## src/rtl/w15_pkg.sv

```systemverilog
// shared types and constants of the 15-node wedge shape function unit
`default_nettype none
package w15_pkg;
    localparam int NODE_COUNT  = 15;
    localparam int DIMENSIONS  = 3;
    localparam int IN_W        = 18;
    localparam int OUT_W       = 21;
    localparam int IDX_W       = 4;
    localparam int QUEUE_DEPTH = 2;
    localparam int PTR_W       = $clog2(QUEUE_DEPTH);
    localparam int CNT_W       = PTR_W + 1;
    localparam logic [IDX_W-1:0] LAST_NODE = IDX_W'(NODE_COUNT - 1);

    // one local point in Q16
    typedef struct packed {
        logic signed [IN_W-1:0] xi;
        logic signed [IN_W-1:0] eta;
        logic signed [IN_W-1:0] zeta;
    } t_point;

    // queue head as seen by the evaluator
    typedef struct packed {
        logic   valid;
        t_point point;
    } t_head;
endpackage
`default_nettype wire

```

## src/rtl/w15_front.sv

```systemverilog
// input acceptance and point queue
`default_nettype none
module w15_front import w15_pkg::*; (
    input  wire logic   i_clk,
    input  wire logic   i_rst_n,
    input  wire logic   i_start,
    input  wire t_point i_point,
    input  wire logic   i_pop,
    output t_head       o_head,
    output logic        o_busy
);
    t_point             r_q [QUEUE_DEPTH];
    logic [PTR_W-1:0]   r_wp, n_wp, r_rp, n_rp;
    logic [CNT_W-1:0]   r_cnt, n_cnt;
    logic               push, pop;

    assign o_busy = (r_cnt == CNT_W'(QUEUE_DEPTH));
    assign push   = i_start && !o_busy;
    assign pop    = i_pop && (r_cnt != '0);
    assign o_head.valid = (r_cnt != '0);
    assign o_head.point = r_q[r_rp];

    // pointer and fill count update
    always_comb begin
        n_wp  = push ? r_wp + 1'b1 : r_wp;
        n_rp  = pop ? r_rp + 1'b1 : r_rp;
        n_cnt = r_cnt + CNT_W'(push) - CNT_W'(pop);
    end

    always_ff @(posedge i_clk) begin
        if (!i_rst_n) begin
            r_wp  <= '0;
            r_rp  <= '0;
            r_cnt <= '0;
        end else begin
            r_wp  <= n_wp;
            r_rp  <= n_rp;
            r_cnt <= n_cnt;
        end
    end

    // queue storage
    always_ff @(posedge i_clk) begin
        if (push) begin
            r_q[r_wp] <= i_point;
        end
    end
endmodule
`default_nettype wire

```

## config.mk

```make
export PLATFORM = sky130hd
export DESIGN_NAME = w15_front
export DESIGN_NICKNAME = d
export VERILOG_FILES = /design/src/rtl/w15_pkg.sv /design/src/rtl/w15_front.sv
export SDC_FILE = /design/constraint.sdc
export NUM_CORES = 1
export LEC_CHECK = 0
export ABC_AREA = 1
export ABC_CLOCK_PERIOD_IN_PS = 4300
export BUFFER_PORTS_ARGS = -buffer_cell sky130_fd_sc_hd__buf_4
export CAP_MARGIN = 5
export CORE_ASPECT_RATIO = 0.8
export CORE_MARGIN = 4
export CORE_UTILIZATION = 40
export CTS_BUF_LIST = sky130_fd_sc_hd__clkbuf_4
export DETAILED_ROUTE_END_ITERATION = 16
export PLACE_DENSITY = 0.68
export SETUP_SLACK_MARGIN = 0.3
export SLEW_MARGIN = 40
export SYNTH_ARGS = -nofsm -noshare
export SYNTH_HDL_FRONTEND = slang
export SYNTH_SLANG_ARGS = --single-unit
```

## constraint.sdc

```tcl
create_clock -name i_clk -period 4.3 [get_ports i_clk]
set_input_delay 0.43 -clock i_clk [delete_from_list [all_inputs] [get_ports i_clk]]
set_output_delay 0.43 -clock i_clk [all_outputs]
set_load 0.03 [all_outputs]
```

==> results.yml <==
sta:
  setup_viol: 0
  rsz0062_at_grt: "no"
  relSlewSlack_pct: 66.4
  worst_slew_pin_slew_ns: 0.504
  max_freq_ghz: 0.408
  period_share_pct: 56.9
  fin_crit_ns: 2.45
  hold_viol: 0
  slew_violations: 0
  skew_ns: 0.0139
  setup_tns_ns: 0
  holdWs_ns: 0.131
  fin_ws_ns: 1.85
logic_synthesis:
  ys_seq_area_share_pct: 76.0
  synth_most_common_cell: "edfxtp_1"
  ys_types: 12
  synthTopCellsByCount: "edfxtp_1 (108), mux2_4 (50), inv_1 (9), nand2_1 (9), nor2_1 (8)"
  synth_area_um2: 4400
  async_flop_share_pct: 0
  ys_warn_count: 0
  syn_avg_cell_area_um2: 21.3
  syn-num-nets: 266
  synth_top_cell_by_area: "edfxtp_1"
  syn_inst: 206
  yosys_most_used_dff: "edfxtp_1"
  synth_seq_cells: 113
  ys_top_cells_by_area: "edfxtp_1 (74%), mux2_4 (17%), buf_12 (2.3%)"
  synth_edf_count: 108
  synth_top_area_share_pct: 73.7
clock_tree:
  cts_htree_levels: 4
  cts_tree: "yes"
  cts_resized: 0
  cts_setup_buffers: 0
  cts-hold-fix-buffers: 0
  clock_latency_ns: 0.48
  clkTransAtPathRegs_ns: 0.10
  ctsLongestPathBuffers: 2
  cts.sinks: 113
  cts_buffers: 17
  clockRootBuffer: "clkbuf_4"
run:
  maxCapViolations: 0
critical_path:
  path_delay_family: "flip-flops"
  worstPathCellList: "buf_12 > mux2_2 > buf_4"
  required_ns: 3.87
  arrival_ns: 2.02
  cp_max_fo: 29
  start_kind: "register"
  crit_type: "reg -> out"
  slowest_stage: "dfxtp_4"
  cp.depth: 3
  r2r-end: "r_q[0][48]"
  r2r_slack_ns: 2.36
  crit_end: "o_head[48]"
  cpPeakStageDelay_ns: 0.68
  worstReg2RegStart: "r_cnt[0]"
  worstRegToRegCells: 7
  endpoint_kind: "output pin"
  path_buf_inv: 2
pwr:
  p_leak_uw: 0.00224
  power.density_nw_per_um2: 586
  irDropWorstVdd_uv: 292
  p_total_uw: 3300
global_route:
  met1_usage_pct: 14.9
  top_usage_layer: "met2"
  grt_max_degree: 37
  grt_use_met3_pct: 5.96
  overflow: 0
  antenna_found_initial: 0
  grt_usage_pct: 12.1
  use_met2_pct: 18.6
  grt_pass1_wl_um: 11600
  grt_pass1_vias: 2315
worst_hold_path:
  hold_class: "in -> reg"
route:
  vias: 2204
  viasPerCell: 4.51
  drt_pass1_iterations: 4
  drt_iter0_drc: 110
  routed_wirelength_um: 7490
  route.detailed.drc: 0
  drtAntennaViolNets: 0
  wl_per_cell_um: 15.3
floorplanning:
  dieArea_um2: 12700
  core-area_um2: 10500
  dieHeight_um: 102
  num_io_pins: 114
  rows: 33
  die_w_um: 125
  initial_core_util_pct: 41.9
layout:
  area_growth_pct: 28.1
  layout-drive-gt1-share_pct: 58.2
  finish.net_count: 397
  diodes: 0
placed_design:
  post-place-ws_ns: 2.32
  routabilityCongestion: 0.679
  hpwl_um: 5330
  place.port_buffers: 113
outcome:
  run_status: "finished, final reports clean"
[kinds of logic after synthesis]
group | after synthesis | share of synthesized area, %
DFF | 113 | 76.0
muxes | 54 | 18.1
and+or+nand+nor | 20 | 1.79
buffers and inverters | 15 | 3.30
AOI/OAI and AO/OA | 2 | 0.228
adders and majority gates | 2 | 0.569
[report_power, final]
part,leakage [uW],total (uW),switching [uW],internal (uW)
registers,0.00105,1480,82.6,1400
logic,0.00106,1180,645,536
clock network,0.000126,638,359,279
[cell usage in the layout, fill, tap and decap left out, types with 2 or more instances in the layout]
| master | Yosys | final |
|---|---|---|
| ha_1 | 2 | 2 |
| mux2_4 | 50 | 50 |
| nand3_1 | 3 | 3 |
| nor2_1 | 8 | 7 |
| edfxtp_1 | 108 | 108 |
| a21oi_1 | 2 | 2 |
| mux2_2 | 4 | 4 |
| nand2_1 | 9 | 9 |
| clkbuf_4 | 0 | 18 |
| buf_4 | 0 | 115 |
| dfxtp_1 | 5 | 4 |
| clkinv_1 | 0 | 3 |
| inv_1 | 9 | 8 |
| clkinvlp_4 | 0 | 3 |
| clkinv_2 | 0 | 5 |
[worst min path at each step]
| stage | from | end | cells past startpoint |
|---|---|---|---|
| after floorplan | r_rp | register | 2 |
| after global placement | r_rp | r_rp | 2 |
| after detailed placement | r_rp | register | 2 |
| after CTS | i_point[49] | r_q[0][49] | 1 |
| after global routing | i_point[49] | r_q[1][49] | 1 |
| final | i_point[49] | r_q[1][49] | 1 |
[flip-flops by register name (all words and copies together), names as in the netlist, named ones only]
name,count
r_cnt,2
r_q,108
r_rp,1
r_wp,1
[layer usage]
layer	vias to the layer above	share of wire, %
met5	-	0
met2	79	47
met3	6	6.8
met4	0	0.89
met1	1065	45
li1	1054	-
[final cells by class]
cell class,instances,area [um^2]
Tap cell,140,175
Inverter,9,33.8
Multi-Input combinational cell,78,917
Sequential cell,113,3350
Timing Repair Buffer,118,926
Clock buffer,18,135
Clock inverter,13,97.6
Fill cell,877,4860
[per-stage QoR]
| stage | area, um^2 | instances | util, % |
|---|---|---|---|
| floorplan | 4400 | 206 | - |
| global placement | 5340 | 455 | 50.9 |
| detailed placement | 5400 | 458 | 51.5 |
| CTS | 5630 | 489 | 53.7 |
| global route | 5630 | 489 | 53.7 |
| finish | 5630 | 489 | 53.7 |
(Power assumes the default switching activity.)
